$ cat src/rtl/fhi_pkg.sv
package fhi_pkg;

    // History window depth used when the top level is not told otherwise.
    localparam int WINDOW_SIZE_DEF = 32768;

    // Reset value of the window limit register.
    localparam logic [15:0] WINDOW_LIMIT_RST = 16'h8000;

    // Decoder phases.
    localparam logic [2:0] PH_IDLE       = 3'd0;
    localparam logic [2:0] PH_CODE       = 3'd1;
    localparam logic [2:0] PH_LEN_EXTRA  = 3'd2;
    localparam logic [2:0] PH_DIST_CODE  = 3'd3;
    localparam logic [2:0] PH_DIST_EXTRA = 3'd4;

    // Result status codes.
    localparam logic [1:0] ST_OK       = 2'd0;
    localparam logic [1:0] ST_BAD_SYM  = 2'd1;
    localparam logic [1:0] ST_BAD_DIST = 2'd2;
    localparam logic [1:0] ST_FAR_DIST = 2'd3;

    // Symbol boundaries.
    localparam logic [8:0] SYM_END      = 9'd256;
    localparam logic [8:0] SYM_LAST_LEN = 9'd285;

    // One result item as it leaves the decoder.
    typedef struct packed {
        logic [63:0] out_bytes;
        logic [3:0]  byte_count;
        logic        last;
        logic        block_end;
        logic [1:0]  status;
    } res_t;

    function automatic logic [8:0] len_base(input logic [4:0] idx);
        logic [8:0] r;
        unique case (idx)
            5'd0: r = 9'd3;     5'd1: r = 9'd4;     5'd2: r = 9'd5;     5'd3: r = 9'd6;
            5'd4: r = 9'd7;     5'd5: r = 9'd8;     5'd6: r = 9'd9;     5'd7: r = 9'd10;
            5'd8: r = 9'd11;    5'd9: r = 9'd13;    5'd10: r = 9'd15;   5'd11: r = 9'd17;
            5'd12: r = 9'd19;   5'd13: r = 9'd23;   5'd14: r = 9'd27;   5'd15: r = 9'd31;
            5'd16: r = 9'd35;   5'd17: r = 9'd43;   5'd18: r = 9'd51;   5'd19: r = 9'd59;
            5'd20: r = 9'd67;   5'd21: r = 9'd83;   5'd22: r = 9'd99;   5'd23: r = 9'd115;
            5'd24: r = 9'd131;  5'd25: r = 9'd163;  5'd26: r = 9'd195;  5'd27: r = 9'd227;
            default: r = 9'd258;
        endcase
        return r;
    endfunction

    function automatic logic [3:0] len_extra(input logic [4:0] idx);
        logic [3:0] r;
        if (idx < 5'd8 || idx > 5'd27)
        begin
            r = 4'd0;
        end
        else
        begin
            r = 4'((idx - 5'd4) >> 2);
        end
        return r;
    endfunction

    function automatic logic [15:0] dist_base(input logic [4:0] idx);
        logic [15:0] r;
        unique case (idx)
            5'd0: r = 16'd1;      5'd1: r = 16'd2;      5'd2: r = 16'd3;
            5'd3: r = 16'd4;      5'd4: r = 16'd5;      5'd5: r = 16'd7;
            5'd6: r = 16'd9;      5'd7: r = 16'd13;     5'd8: r = 16'd17;
            5'd9: r = 16'd25;     5'd10: r = 16'd33;    5'd11: r = 16'd49;
            5'd12: r = 16'd65;    5'd13: r = 16'd97;    5'd14: r = 16'd129;
            5'd15: r = 16'd193;   5'd16: r = 16'd257;   5'd17: r = 16'd385;
            5'd18: r = 16'd513;   5'd19: r = 16'd769;   5'd20: r = 16'd1025;
            5'd21: r = 16'd1537;  5'd22: r = 16'd2049;  5'd23: r = 16'd3073;
            5'd24: r = 16'd4097;  5'd25: r = 16'd6145;  5'd26: r = 16'd8193;
            5'd27: r = 16'd12289; 5'd28: r = 16'd16385; default: r = 16'd24577;
        endcase
        return r;
    endfunction

    function automatic logic [3:0] dist_extra(input logic [4:0] idx);
        logic [3:0] r;
        if (idx < 5'd4)
        begin
            r = 4'd0;
        end
        else
        begin
            r = 4'((idx - 5'd2) >> 1);
        end
        return r;
    endfunction

endpackage

$ cat src/rtl/fhi_ctrl.sv
module fhi_ctrl #(
    parameter int WINDOW_SIZE = fhi_pkg::WINDOW_SIZE_DEF
) (
    input  logic                           clk,
    input  logic                           rst_n,
    // Input item.
    input  logic                           in_valid,
    output logic                           in_ready,
    input  logic [7:0]                     in_byte,
    input  logic                           in_new_block,
    input  logic [2:0]                     in_offset,
    input  logic [15:0]                    window_limit,
    // Result item towards the output register.
    output logic                           res_valid,
    input  logic                           res_ready,
    output fhi_pkg::res_t                  res,
    // History memory.
    output logic                           ram_we,
    output logic [$clog2(WINDOW_SIZE)-1:0] ram_waddr,
    output logic [7:0]                     ram_wdata,
    output logic [$clog2(WINDOW_SIZE)-1:0] ram_raddr,
    input  logic [7:0]                     ram_rdata
);

    localparam int AW = $clog2(WINDOW_SIZE);
    localparam int FW = $clog2(WINDOW_SIZE + 1);
    localparam logic [AW-1:0] WP_LAST = AW'(WINDOW_SIZE - 1);
    localparam logic [FW-1:0] FILL_MAX = FW'(WINDOW_SIZE);
    localparam logic [16:0] WS17 = 17'(WINDOW_SIZE);

    logic          busy_reg, busy_next;
    logic [7:0]    byte_reg, byte_next;
    logic [3:0]    pos_reg, pos_next;
    logic [2:0]    phase_reg, phase_next;
    logic [8:0]    cs_reg, cs_next;
    logic [3:0]    bits_reg, bits_next;
    logic [12:0]   extra_reg, extra_next;
    logic [8:0]    copy_len_reg, copy_len_next;
    logic [AW-1:0] wp_reg, wp_next;
    logic [FW-1:0] fill_reg, fill_next;
    logic [63:0]   pack_reg, pack_next;
    logic [3:0]    pack_cnt_reg, pack_cnt_next;
    logic [1:0]    status_reg, status_next;
    logic          end_reg, end_next;
    logic          copy_act_reg, copy_act_next;
    logic [8:0]    issue_left_reg, issue_left_next;
    logic [8:0]    write_left_reg, write_left_next;
    logic [AW-1:0] rd_reg, rd_next;
    logic [AW-1:0] last_raddr_reg, last_raddr_next;
    logic          inflight_reg, inflight_next;
    logic          dist_one_reg, dist_one_next;
    logic [7:0]    last_byte_reg, last_byte_next;

    logic          bit_run;
    logic          cur_bit;
    logic          lit_we;
    logic [7:0]    lit_byte;
    logic          sym_valid;
    logic [8:0]    sym;
    logic          dist_valid;
    logic [15:0]   back_dist;
    logic          can_write;
    logic          cp_we;
    logic          hist_we;
    logic [7:0]    hist_byte;
    logic          flush_full;
    logic          emit_last;
    logic [8:0]    cs_shift;
    logic [12:0]   extra_or;
    logic [4:0]    sym_idx;
    logic [16:0]   rd_start;

    assign in_ready  = !busy_reg;
    assign cur_bit   = byte_reg[pos_reg[2:0]];
    assign can_write = (pack_cnt_reg != 4'd8);
    assign bit_run   = busy_reg && !copy_act_reg && (pos_reg != 4'd8)
                       && (phase_reg != fhi_pkg::PH_IDLE) && can_write;
    assign cp_we     = copy_act_reg && inflight_reg && can_write;
    assign hist_we   = lit_we || cp_we;
    assign hist_byte = lit_we ? lit_byte : (dist_one_reg ? last_byte_reg : ram_rdata);
    assign cs_shift  = {cs_reg[7:0], cur_bit};
    assign extra_or  = extra_reg | (13'(cur_bit) << bits_reg);
    assign sym_idx   = 5'(sym - 9'd257);
    assign rd_start  = ({1'b0, 16'(wp_reg)} >= {1'b0, back_dist})
                       ? (17'(wp_reg) - 17'(back_dist))
                       : (17'(wp_reg) + WS17 - 17'(back_dist));

    // Result hand-off: a full pack goes out first, then the closing item.
    assign flush_full = busy_reg && (pack_cnt_reg == 4'd8) && res_ready;
    assign emit_last  = busy_reg && !copy_act_reg && can_write && res_ready
                        && ((pos_reg == 4'd8) || (phase_reg == fhi_pkg::PH_IDLE));
    assign res_valid  = flush_full || emit_last;
    assign res.out_bytes  = pack_reg;
    assign res.byte_count = pack_cnt_reg;
    assign res.last       = emit_last;
    assign res.block_end  = emit_last && end_reg;
    assign res.status     = emit_last ? status_reg : fhi_pkg::ST_OK;

    // Memory port: history writes and copy reads.
    assign ram_we    = hist_we;
    assign ram_waddr = wp_reg;
    assign ram_wdata = hist_byte;

    // One stream bit per cycle unless stalled: prefix code, extra bits and distance code.
    always_comb
    begin
        phase_next    = phase_reg;
        cs_next       = cs_reg;
        bits_next     = bits_reg;
        extra_next    = extra_reg;
        copy_len_next = copy_len_reg;
        status_next   = status_reg;
        end_next      = end_reg;
        lit_we        = 1'b0;
        lit_byte      = 8'd0;
        sym_valid     = 1'b0;
        sym           = 9'd0;
        dist_valid    = 1'b0;
        back_dist     = 16'd0;
        if (bit_run)
        begin
            unique case (phase_reg)
                fhi_pkg::PH_CODE:
                begin
                    cs_next   = cs_shift;
                    bits_next = bits_reg + 4'd1;
                    if (bits_reg == 4'd6)
                    begin
                        if (cs_shift < 9'd24)
                        begin
                            sym_valid = 1'b1;
                            sym       = fhi_pkg::SYM_END + cs_shift;
                        end
                    end
                    else if (bits_reg == 4'd7)
                    begin
                        if (cs_shift >= 9'h030 && cs_shift <= 9'h0BF)
                        begin
                            sym_valid = 1'b1;
                            sym       = cs_shift - 9'h030;
                        end
                        else if (cs_shift >= 9'h0C0 && cs_shift <= 9'h0C7)
                        begin
                            sym_valid = 1'b1;
                            sym       = 9'd280 + cs_shift - 9'h0C0;
                        end
                    end
                    else if (bits_reg >= 4'd8)
                    begin
                        sym_valid = 1'b1;
                        if (cs_shift >= 9'h190)
                        begin
                            sym = 9'd144 + cs_shift - 9'h190;
                        end
                        else
                        begin
                            sym = 9'd511;
                        end
                    end
                end
                fhi_pkg::PH_LEN_EXTRA:
                begin
                    extra_next = extra_or;
                    bits_next  = bits_reg + 4'd1;
                    if (bits_next >= fhi_pkg::len_extra(cs_reg[4:0]))
                    begin
                        copy_len_next = fhi_pkg::len_base(cs_reg[4:0]) + extra_or[8:0];
                        cs_next       = 9'd0;
                        bits_next     = 4'd0;
                        extra_next    = 13'd0;
                        phase_next    = fhi_pkg::PH_DIST_CODE;
                    end
                end
                fhi_pkg::PH_DIST_CODE:
                begin
                    cs_next   = {4'd0, cs_shift[4:0]};
                    bits_next = bits_reg + 4'd1;
                    if (bits_next >= 4'd5)
                    begin
                        bits_next  = 4'd0;
                        extra_next = 13'd0;
                        if (cs_shift[4:0] > 5'd29)
                        begin
                            status_next = fhi_pkg::ST_BAD_DIST;
                            phase_next  = fhi_pkg::PH_IDLE;
                        end
                        else if (fhi_pkg::dist_extra(cs_shift[4:0]) == 4'd0)
                        begin
                            dist_valid = 1'b1;
                            back_dist  = fhi_pkg::dist_base(cs_shift[4:0]);
                        end
                        else
                        begin
                            phase_next = fhi_pkg::PH_DIST_EXTRA;
                        end
                    end
                end
                fhi_pkg::PH_DIST_EXTRA:
                begin
                    extra_next = extra_or;
                    bits_next  = bits_reg + 4'd1;
                    if (bits_next >= fhi_pkg::dist_extra(cs_reg[4:0]))
                    begin
                        dist_valid = 1'b1;
                        back_dist  = fhi_pkg::dist_base(cs_reg[4:0]) + 16'(extra_or);
                    end
                end
                default:
                begin
                    phase_next = fhi_pkg::PH_IDLE;
                end
            endcase

            // Symbol from the literal/length alphabet.
            if (sym_valid)
            begin
                if (sym < fhi_pkg::SYM_END)
                begin
                    lit_we     = 1'b1;
                    lit_byte   = sym[7:0];
                    phase_next = fhi_pkg::PH_CODE;
                    cs_next    = 9'd0;
                    bits_next  = 4'd0;
                    extra_next = 13'd0;
                end
                else if (sym == fhi_pkg::SYM_END)
                begin
                    end_next   = 1'b1;
                    phase_next = fhi_pkg::PH_IDLE;
                end
                else if (sym > fhi_pkg::SYM_LAST_LEN)
                begin
                    status_next = fhi_pkg::ST_BAD_SYM;
                    phase_next  = fhi_pkg::PH_IDLE;
                end
                else
                begin
                    bits_next  = 4'd0;
                    extra_next = 13'd0;
                    if (fhi_pkg::len_extra(sym_idx) == 4'd0)
                    begin
                        copy_len_next = fhi_pkg::len_base(sym_idx);
                        cs_next       = 9'd0;
                        phase_next    = fhi_pkg::PH_DIST_CODE;
                    end
                    else
                    begin
                        cs_next    = {4'd0, sym_idx};
                        phase_next = fhi_pkg::PH_LEN_EXTRA;
                    end
                end
            end

            // Distance complete: check it, then the copy takes over.
            if (dist_valid)
            begin
                if ({1'b0, back_dist} > 17'(fill_reg) || back_dist > window_limit)
                begin
                    status_next = fhi_pkg::ST_FAR_DIST;
                    phase_next  = fhi_pkg::PH_IDLE;
                end
                else
                begin
                    phase_next = fhi_pkg::PH_CODE;
                    cs_next    = 9'd0;
                    bits_next  = 4'd0;
                    extra_next = 13'd0;
                end
            end
        end

        // A new item resets per-item status; a new block restarts decoding.
        if (in_valid && in_ready)
        begin
            status_next = fhi_pkg::ST_OK;
            end_next    = 1'b0;
            if (in_new_block)
            begin
                phase_next    = fhi_pkg::PH_CODE;
                cs_next       = 9'd0;
                bits_next     = 4'd0;
                extra_next    = 13'd0;
                copy_len_next = 9'd0;
            end
        end
    end

    // Copy engine: one read issued and one byte written per cycle while the pack has room.
    always_comb
    begin
        copy_act_next   = copy_act_reg;
        issue_left_next = issue_left_reg;
        write_left_next = write_left_reg;
        rd_next         = rd_reg;
        last_raddr_next = last_raddr_reg;
        inflight_next   = 1'b0;
        dist_one_next   = dist_one_reg;
        ram_raddr       = rd_reg;
        if (copy_act_reg)
        begin
            if (inflight_reg && !can_write)
            begin
                // Stalled on a full pack: read the same entry again.
                ram_raddr     = last_raddr_reg;
                inflight_next = 1'b1;
            end
            else if (issue_left_reg != 9'd0)
            begin
                ram_raddr       = rd_reg;
                last_raddr_next = rd_reg;
                rd_next         = (rd_reg == WP_LAST) ? '0 : rd_reg + AW'(1);
                issue_left_next = issue_left_reg - 9'd1;
                inflight_next   = 1'b1;
            end
            if (cp_we)
            begin
                write_left_next = write_left_reg - 9'd1;
                if (write_left_reg == 9'd1)
                begin
                    copy_act_next = 1'b0;
                end
            end
        end
        else if (bit_run && dist_valid && phase_next == fhi_pkg::PH_CODE)
        begin
            copy_act_next   = 1'b1;
            rd_next         = AW'(rd_start);
            issue_left_next = copy_len_next;
            write_left_next = copy_len_next;
            dist_one_next   = (back_dist == 16'd1);
        end
    end

    // Item sequencing, pack assembly and history pointers.
    always_comb
    begin
        busy_next      = busy_reg;
        byte_next      = byte_reg;
        pos_next       = pos_reg;
        pack_next      = pack_reg;
        pack_cnt_next  = pack_cnt_reg;
        wp_next        = wp_reg;
        fill_next      = fill_reg;
        last_byte_next = last_byte_reg;
        if (bit_run)
        begin
            pos_next = pos_reg + 4'd1;
        end
        if (hist_we)
        begin
            wp_next        = (wp_reg == WP_LAST) ? '0 : wp_reg + AW'(1);
            fill_next      = (fill_reg == FILL_MAX) ? fill_reg : fill_reg + FW'(1);
            last_byte_next = hist_byte;
            pack_next[pack_cnt_reg[2:0]*8 +: 8] = hist_byte;
            pack_cnt_next  = pack_cnt_reg + 4'd1;
        end
        if (res_valid)
        begin
            pack_next     = 64'd0;
            pack_cnt_next = 4'd0;
        end
        if (emit_last)
        begin
            busy_next = 1'b0;
        end
        if (in_valid && in_ready)
        begin
            busy_next = 1'b1;
            byte_next = in_byte;
            pos_next  = in_new_block ? {1'b0, in_offset} : 4'd0;
        end
    end

    always_ff @(posedge clk or negedge rst_n)
    begin
        if (!rst_n)
        begin
            busy_reg       <= 1'b0;
            pos_reg        <= 4'd0;
            phase_reg      <= fhi_pkg::PH_IDLE;
            cs_reg         <= 9'd0;
            bits_reg       <= 4'd0;
            extra_reg      <= 13'd0;
            copy_len_reg   <= 9'd0;
            wp_reg         <= '0;
            fill_reg       <= '0;
            pack_reg       <= 64'd0;
            pack_cnt_reg   <= 4'd0;
            status_reg     <= fhi_pkg::ST_OK;
            end_reg        <= 1'b0;
            copy_act_reg   <= 1'b0;
            issue_left_reg <= 9'd0;
            write_left_reg <= 9'd0;
            inflight_reg   <= 1'b0;
        end
        else
        begin
            busy_reg       <= busy_next;
            pos_reg        <= pos_next;
            phase_reg      <= phase_next;
            cs_reg         <= cs_next;
            bits_reg       <= bits_next;
            extra_reg      <= extra_next;
            copy_len_reg   <= copy_len_next;
            wp_reg         <= wp_next;
            fill_reg       <= fill_next;
            pack_reg       <= pack_next;
            pack_cnt_reg   <= pack_cnt_next;
            status_reg     <= status_next;
            end_reg        <= end_next;
            copy_act_reg   <= copy_act_next;
            issue_left_reg <= issue_left_next;
            write_left_reg <= write_left_next;
            inflight_reg   <= inflight_next;
        end
    end

    // Payload registers.
    always_ff @(posedge clk)
    begin
        byte_reg       <= byte_next;
        rd_reg         <= rd_next;
        last_raddr_reg <= last_raddr_next;
        dist_one_reg   <= dist_one_next;
        last_byte_reg  <= last_byte_next;
    end

endmodule

$ cat config.mk
export PLATFORM = sky130hd
export DESIGN_NAME = fhi_ctrl
export DESIGN_NICKNAME = d
export VERILOG_FILES = /design/src/rtl/fhi_pkg.sv /design/src/rtl/fhi_ctrl.sv
export SDC_FILE = /design/constraint.sdc
export NUM_CORES = 1
export LEC_CHECK = 0
export BUFFER_PORTS_ARGS = -buffer_cell sky130_fd_sc_hd__buf_2
export CORE_ASPECT_RATIO = 2
export CORE_MARGIN = 2
export CORE_UTILIZATION = 61
export CTS_BUF_LIST = sky130_fd_sc_hd__clkbuf_4 sky130_fd_sc_hd__clkbuf_8 sky130_fd_sc_hd__clkbuf_16
export DETAILED_ROUTE_END_ITERATION = 10
export PLACE_DENSITY = 0.82
export SLEW_MARGIN = 20
export SYNTH_ARGS = -nofsm -noshare
export SYNTH_HDL_FRONTEND = slang
export SYNTH_SLANG_ARGS = --single-unit
$ cat constraint.sdc
create_clock -name clk -period 7.25 [get_ports clk]
set_clock_uncertainty 0.05 [all_clocks]
set_input_delay 1.8125 -clock clk [delete_from_list [all_inputs] [get_ports clk]]
set_output_delay 1.8125 -clock clk [all_outputs]
set_load 0.1 [all_outputs]
Word level (Yosys, flattened, before mapping)
Memories as Yosys holds them, arrays and structs flattened.
Cells that the tools add are included.
W data, S select, Z words.
{"block": "word_totals", "register_bits": 212, "latchBits": 0, "ramBits": 0, "rom_bits": 1536, "in_bits": 40, "output_inout_bits": 113, "elab_cells": 322, "mem_count": 4}
{"name": "(name not given)", "words": 32, "width": 15, "rd": 1, "rd_ports_with_merged_regs": 0, "write_ports": 0, "line_no": "fhi_pkg.sv:65", "rtl": "unique case (idx)"}
{"name": "(name not given)", "words": 32, "width": 15, "rd": 1, "rd_ports_with_merged_regs": 0, "write_ports": 0, "line_no": "fhi_pkg.sv:65"}
{"name": "(name not given)", "words": 32, "width": 9, "rd": 1, "rd_ports_with_merged_regs": 0, "write_ports": 0, "line_no": "fhi_pkg.sv:37", "rtl": "unique case (idx)"}
{"name": "(name not given)", "words": 32, "width": 9, "rd": 1, "rd_ports_with_merged_regs": 0, "write_ports": 0, "line_no": "fhi_pkg.sv:37"}
{"block": "classes", "addsub": 25, "n_mul": 0, "div_mod_pow": 0, "magnitude_cmp": 23, "eq_ne": 21, "shifts": 3, "n_mux": 175, "bitwise_logic": 4, "reduce_logical": 45}
{"operator": "$mux W9", "count": 38}
{"operator": "$mux W16", "count": 9}
{"operator": "$mux W13", "count": 11}
{"operator": "$mux W15", "count": 9}
{"operator": "$mux W64", "count": 2}
{"operator": "$mux W4", "count": 30}
{"operator": "$bwmux W64", "count": 1}
{"operator": "$shift A8 B34 Y64 const A", "count": 1}
{"operator": "$shiftx A8 B34 Y64", "count": 1}
{"operator": "$add A15 B1 Y15 const B", "count": 3}
{"operator": "$mux W8", "count": 5}
{"operator": "$pmux W13 S3", "count": 1}
{"operator": "$mux W3", "count": 12}
{"operator": "$mux W1", "count": 34}
{"operator": "$neg A6 Y34", "count": 1}
{"operator": "$gt A16 B16 Y1", "count": 2}
{"operator": "$pmux W16 S2", "count": 1}
{"operator": "$eq A15 B15 Y1 const B", "count": 2}
{"operator": "$mux W2", "count": 15}
{"operator": "$sub A15 B15 Y15", "count": 2}
{"operator": "$pmux W9 S3", "count": 1}
{"operator": "$add A9 B9 Y9 const A", "count": 2}
{"operator": "$le A9 B8 Y1 const B", "count": 2}
{"operator": "$logic_and A1 B1 Y1", "count": 18}
{"operator": "57 further kinds", "count": 93}

Logic depth before layout (Yosys ltp)
{"block": "depth", "depth_word": 34, "ltp_mapped": 31, "ltp_nobuf": 30}

Least setup slack after synthesis
OpenSTA, ideal clock, no wires.
{"block": "synth_timing", "kind": "reg-to-reg", "startpoint": "register pos_reg[1]", "endpoint": "register issue_left_reg[7]", "setup_ns": 0.120, "arrival_ns": 6.248, "t_required_ns": 7.080, "path_slack_ns": 0.832, "stages_incl_launch_ff": 30, "path_buffers": 1, "period_less_slack_ns": 6.418, "path_cell_list": "dfrtp_1 -> mux4_1 -> mux2i_4 -> nor3_1 -> a21oi_1 -> inv_1 -> ha_1 -> a21o_1 -> a21oi_1 -> o21ai_0 -> a31oi_1 -> o21ai_0 -> o211ai_1 -> o21ai_0 -> xnor2_1 -> o32ai_1 -> ha_1 -> o21ai_0 -> nor2_1 -> nor2_1 -> o31ai_1 -> nor4b_1 -> o22ai_1 -> nor2_2 -> nor2_1 -> inv_1 -> buf_2 -> and3_1 -> o21ai_0 -> o211a_1"}
{"block": "synth_between", "elab_chain_cells": 34, "word_cells_on_any_way": 113, "cone_classes": "11 x add/sub; 14 x order compare; 3 x eq/ne; 1 x shift; 68 x mux; 1 x bitwise; 13 x reduce/logical; 2 x memory"}
{"item": "from (decl)", "line_no": "fhi_ctrl.sv:33", "rtl": "logic [3:0] pos_reg, pos_next;"}
{"item": "from (signal assigned)", "line_no": "fhi_ctrl.sv:399", "rtl": "pos_reg <= pos_next;"}
{"item": "$bmux W1 S3", "line_no": "fhi_ctrl.sv:74", "rtl": "assign cur_bit = byte_reg[pos_reg[2:0]];"}
{"item": "$mux W1 (implied by the code)", "line_no": "fhi_ctrl.sv:74"}
{"item": "$add A8 B9 Y9, or another cell as far along", "line_no": "fhi_ctrl.sv:153", "rtl": "sym = 9'd144 + cs_shift - 9'h190;"}
{"item": "$sub A9 B9 Y9, or another cell as far along", "line_no": "fhi_ctrl.sv:153"}
{"item": "$mux W9, on equally long branches", "line_no": "fhi_ctrl.sv:151, fhi_ctrl.sv:142"}
{"item": "$mux W9, on equally long branches", "line_no": "fhi_ctrl.sv:148, fhi_ctrl.sv:137"}
{"item": "$mux W9", "line_no": "fhi_ctrl.sv:135", "rtl": "else if (bits_reg == 4'd7)"}
{"item": "$mux W9", "line_no": "fhi_ctrl.sv:127", "rtl": "if (bits_reg == 4'd6)"}
{"item": "(+18 left out)"}
{"item": "$mux W3", "line_no": "fhi_ctrl.sv:255", "rtl": "if (dist_valid)"}
{"item": "$mux W3", "line_no": "fhi_ctrl.sv:120", "rtl": "if (bit_run)"}
{"item": "$mux W3", "line_no": "fhi_ctrl.sv:277", "rtl": "if (in_new_block)"}
{"item": "$mux W3", "line_no": "fhi_ctrl.sv:273", "rtl": "if (in_valid && in_ready)"}
{"item": "$eq A3 B1 Y1", "line_no": "fhi_ctrl.sv:324", "rtl": "else if (bit_run && dist_valid && phase_next == fhi_pkg::PH_CODE)"}
{"item": "$logic_and A1 B1 Y1", "line_no": "fhi_ctrl.sv:324"}
{"item": "$reduce_bool A2 Y1 (no source line)"}
{"item": "$reduce_and A3 Y1 (no source line)"}
{"item": "to (signal assigned)", "line_no": "fhi_ctrl.sv:412", "rtl": "issue_left_reg <= issue_left_next;"}
{"item": "to (decl)", "line_no": "fhi_ctrl.sv:46", "rtl": "logic [8:0] issue_left_reg, issue_left_next;"}
Parallel ways exist; a longest one is shown, timed or not. The select of a mux whose other input is x is not followed.
A chain may end at the register's enable or synchronous reset.

Worst setup path after layout
{"block": "layout_timing", "startpoint": "register pos_reg[1]", "endpoint": "output port ram_wdata[7]"}
{"block": "layout_between", "elab_chain_cells": 15, "word_cells_on_any_way": 44, "cone_classes": "6 x add/sub; 7 x order compare; 1 x eq/ne; 25 x mux; 5 x reduce/logical"}
{"item": "$bmux W1 S3", "line_no": "fhi_ctrl.sv:74"}
{"item": "$mux W1 (implied by the code)", "line_no": "fhi_ctrl.sv:74"}
{"item": "$add A8 B9 Y9, or another cell as far along", "line_no": "fhi_ctrl.sv:153"}
{"item": "$sub A9 B9 Y9, or another cell as far along", "line_no": "fhi_ctrl.sv:153"}
{"item": "$mux W9, on equally long branches", "line_no": "fhi_ctrl.sv:151, fhi_ctrl.sv:142"}
{"item": "$mux W9, on equally long branches", "line_no": "fhi_ctrl.sv:148, fhi_ctrl.sv:137"}
{"item": "$mux W9", "line_no": "fhi_ctrl.sv:135"}
{"item": "$mux W9", "line_no": "fhi_ctrl.sv:127"}
{"item": "$mux W9", "line_no": "fhi_ctrl.sv:122", "rtl": "unique case (phase_reg)"}
{"item": "$mux W9", "line_no": "fhi_ctrl.sv:120"}
{"item": "$lt A9 B9 Y1", "line_no": "fhi_ctrl.sv:217", "rtl": "if (sym < fhi_pkg::SYM_END)"}
{"item": "$mux W8 / $mux W1 (equally long branches)", "line_no": "fhi_ctrl.sv:217"}
{"item": "$mux W8 / $mux W1 (equally long branches)", "line_no": "fhi_ctrl.sv:215", "rtl": "if (sym_valid)"}
{"item": "$mux W8 / $mux W1 (equally long branches)", "line_no": "fhi_ctrl.sv:120"}
{"item": "$mux W8 (*)", "line_no": "fhi_ctrl.sv:80", "rtl": "assign hist_byte = lit_we ? lit_byte : (dist_one_reg ? last_byte_reg : ram_rdata);"}
{"item": "to (decl)", "line_no": "fhi_ctrl.sv:20", "rtl": "output logic [7:0] ram_wdata,"}
Mark *: on every way between the ends. The rest lies on a longest branch, timed or not. The select of a mux whose other input is x is not followed.

==> impl_metrics.tcl <==
set metrics [dict create \
    fin_area_sq_um 17200 \
    rr_startpoint "pos_reg[1]" \
    required_ns 5.39 \
    busiest_layer "met2" \
    yosys_warnings 0 \
    synth_top_area_frac 0.270 \
    rsz0062_at_grt "false" \
    p_int_w 0.00294 \
    syn_avg_cell_area_sq_um 8.94 \
    num_vias 14400 \
    outcome "complete, no violations" \
    critPathArrivalTime_ns 5.18 \
    hp-class "reg -> reg" \
    switching_share 0.534 \
    post-place-cells 2153 \
    synth.most_common_cell "dfrtp_1" \
    ys_top_cells_by_area "dfrtp_1, ha_1, edfxtp_1" \
    n_antenna_cell 0 \
    synth_commonest_cells "dfrtp_1, o21ai_0, nand2_1, ha_1, nor2_1" \
    multi_input_area_sq_um 9040 \
    r2r-end "issue_left_reg[4]" \
    root_buffer "clkbuf_16" \
    cap_violations 0 \
    regArea_sq_um 5520 \
    gp_congestion 1.04 \
    core_area_sq_um 24400 \
    finalHoldViolCount 0 \
    fin_hold_ws_ns 0.449 \
    layout-drive-gt1-share 0.170 \
    grtUsageMet3 0.0596 \
    synth_cell_type_count 97 \
    cts_buffers 20 \
    grt.total_usage 0.392 \
    hpwl_mm 40.0 \
    cts_hold_buf 0 \
    antenna_found_initial 0 \
    cts_max_level 1 \
    num_rows 81 \
    wl_mm 51.7 \
    initialDrtViolationCount 1009 \
    clock_power_share 0.179 \
    tns_ns 0 \
    seqPwrFrac 0.302 \
    die_area_sq_um 26200 \
    fin_crit_sh 0.971 \
    setup_viol 0 \
    nFillCells 1971 \
    fin_nets 2010 \
    netlist.top_cell.by_area "dfrtp_1" \
    syn_nets 1865 \
    initial_core_util 0.622 \
    min_to "pack_reg[30]" \
    grt_pass1_wl_mm 78.4 \
    port_buffers 152 \
    detail-route-antenna-nets 0 \
    grtUsageMet1 0.378 \
    p_switching_w 0.00336 \
    ir_worst_vdd_mv 0.647 \
    drv_slew 0 \
    firstDrtPassIters 8 \
    yosys_register_bits 211 \
    die_y_microns 227 \
    worst-path-max-fanout 11 \
    period_minus_slack_ns 7.04 \
    hold_depth 2 \
    critical_path_class "reg -> out" \
    clk_pin_slew_ns 0.06 \
    viasPerCell 6.58 \
    clk_latency_ns 0.52 \
    synth_area_sq_um 15200 \
    synth_edf_count 47 \
    combinationalPowerShare 0.518 \
    min_from "pack_reg[30]" \
    leakage_nw 7.78 \
    postLayoutCoreUtil 0.704 \
    max_slew_margin 0.296 \
    cts_tree "done" \
    tightestPinTransition_ns 1.05 \
    grt_max_degree 100 \
    grt_use_met2 0.713 \
    p_per_area_nw_per_um2 366 \
    drc 0 \
    grt_overflow 0 \
    ios 153 \
    grt_pass1_vias 14600 \
    synth_flop_cell "dfrtp_1" \
    die_w_microns 116 \
    largest_reg_flops 64 \
    yosysSeqAreaShare 0.363 \
    drt-wirelength-per-cell_microns 23.6 \
    syn2layout_area_growth_pct 13.3 \
    fin_cells 2189 \
    clockBufferDepth 3 \
    reg2reg_depth 26 \
    clock.fmax_ghz 0.142 \
    start_kind "flop" \
    cts_sinks 211 \
    r2r_slack_ns 0.31 \
    cp-end-kind "output pin" \
    async_reset_ff_frac 0.777 \
    placed_area_sq_um 16400 \
    post_cts_buffers 0 \
    synthCells 1698 \
]
[power by group through the flow]
stage | clock, W | combinational (W) | sequential, W
global route | 0.00117 | 0.00344 | 0.00194
detailed placement | 0 | 0.00325 | 0.00191
finish | 0.00113 | 0.00326 | 0.00190
CTS | 0.00113 | 0.00326 | 0.00190
global placement | 0 | 0.00319 | 0.00190
floorplan | 0 | 0.00139 | 0.00314
[through the flow]
step / power (W) / setup slack, ns
finish: 0.00630 / 0.210
global route: 0.00655 / 0.0444
detailed placement: 0.00516 / -0.0731
global placement: 0.00508 / 0.187
CTS: 0.00629 / 0.0673
floorplan: 0.00453 / 0.832
[worst max path at each step]
| stage | start | end | slack (ns) | cells after the start |
|---|---|---|---|---|
| final | pos_reg[1] | ram_wdata[7] | 0.21 | 16 |
| after global routing | pos_reg[1] | issue_left_reg[4] | 0.04 | 28 |
| after CTS | pos_reg[1] | ram_wdata[4] | 0.07 | 17 |
| after detailed placement | pos_reg[1] | issue_left_reg[4] | -0.07 | 27 |
| after global placement | pos_reg[1] | copy_len_reg[6] | 0.19 | 23 |
| after floorplan | pos_reg[1] | issue_left_reg[7] | 0.83 | 29 |
[worst max-delay path, cell delays in order, from the launching register on]
cell       delay [ns]
dfrtp_1          0.45
mux4_1           0.64
mux2i_4          0.30
buf_4            0.27
ha_1             0.29
nand4bb_1        0.18
a31o_2           0.34
a31oi_4          0.28
o2111ai_4        0.21
a21oi_1          0.30
nand2_2          0.28
buf_4            0.25
nand2_1          0.06
o21ai_1          0.07
buf_4            0.20
inv_1            0.08
buf_2            0.43
[layer usage]
metal  part of all wire  wire [microns]
met5                  0               0
met4              0.095            4920
met3              0.057            2970
met2               0.52           26900
met1               0.33           16900
[final cells by class]
class                      instances  area share
timing repair buffer             197      0.0654
clock buffer                      32      0.0379
inverter                         106      0.0233
clock inverter                     4     0.00291
tap                              332      0.0242
sequential                       211       0.321
multi-input combinational       1307       0.526
[kinds of logic (layout without fill, tap and decap cells)]
kind of cell	count (synthesis)	count (layout)	share of synthesized area
AO/OA/AOI/OAI	484	484	0.219
adder cells (fa/ha/maj)	127	127	0.106
XOR/XNOR	72	72	0.0415
flip-flops	211	211	0.363
multiplexers	44	44	0.0349
buffers and inverters	180	339	0.0476
AND/OR/NAND/NOR	580	580	0.188
[what timing repair did]
action                                  CTS  global route
gates resized for setup                   5            17
cloned                                    0             0
endpoints found under the setup margin    5            52
[cell usage in the layout (no fill, tap or decap), types with 44 or more instances in the layout]
cell type	instances
a21oi_1	77
buf_2	148
buf_4	44
dfrtp_1	164
edfxtp_1	47
ha_1	124
inv_1	101
nand2_1	139
nand3_1	116
nor2_1	118
o21ai_0	144
xnor2_1	51
Power figures use the tool's default switching activity.
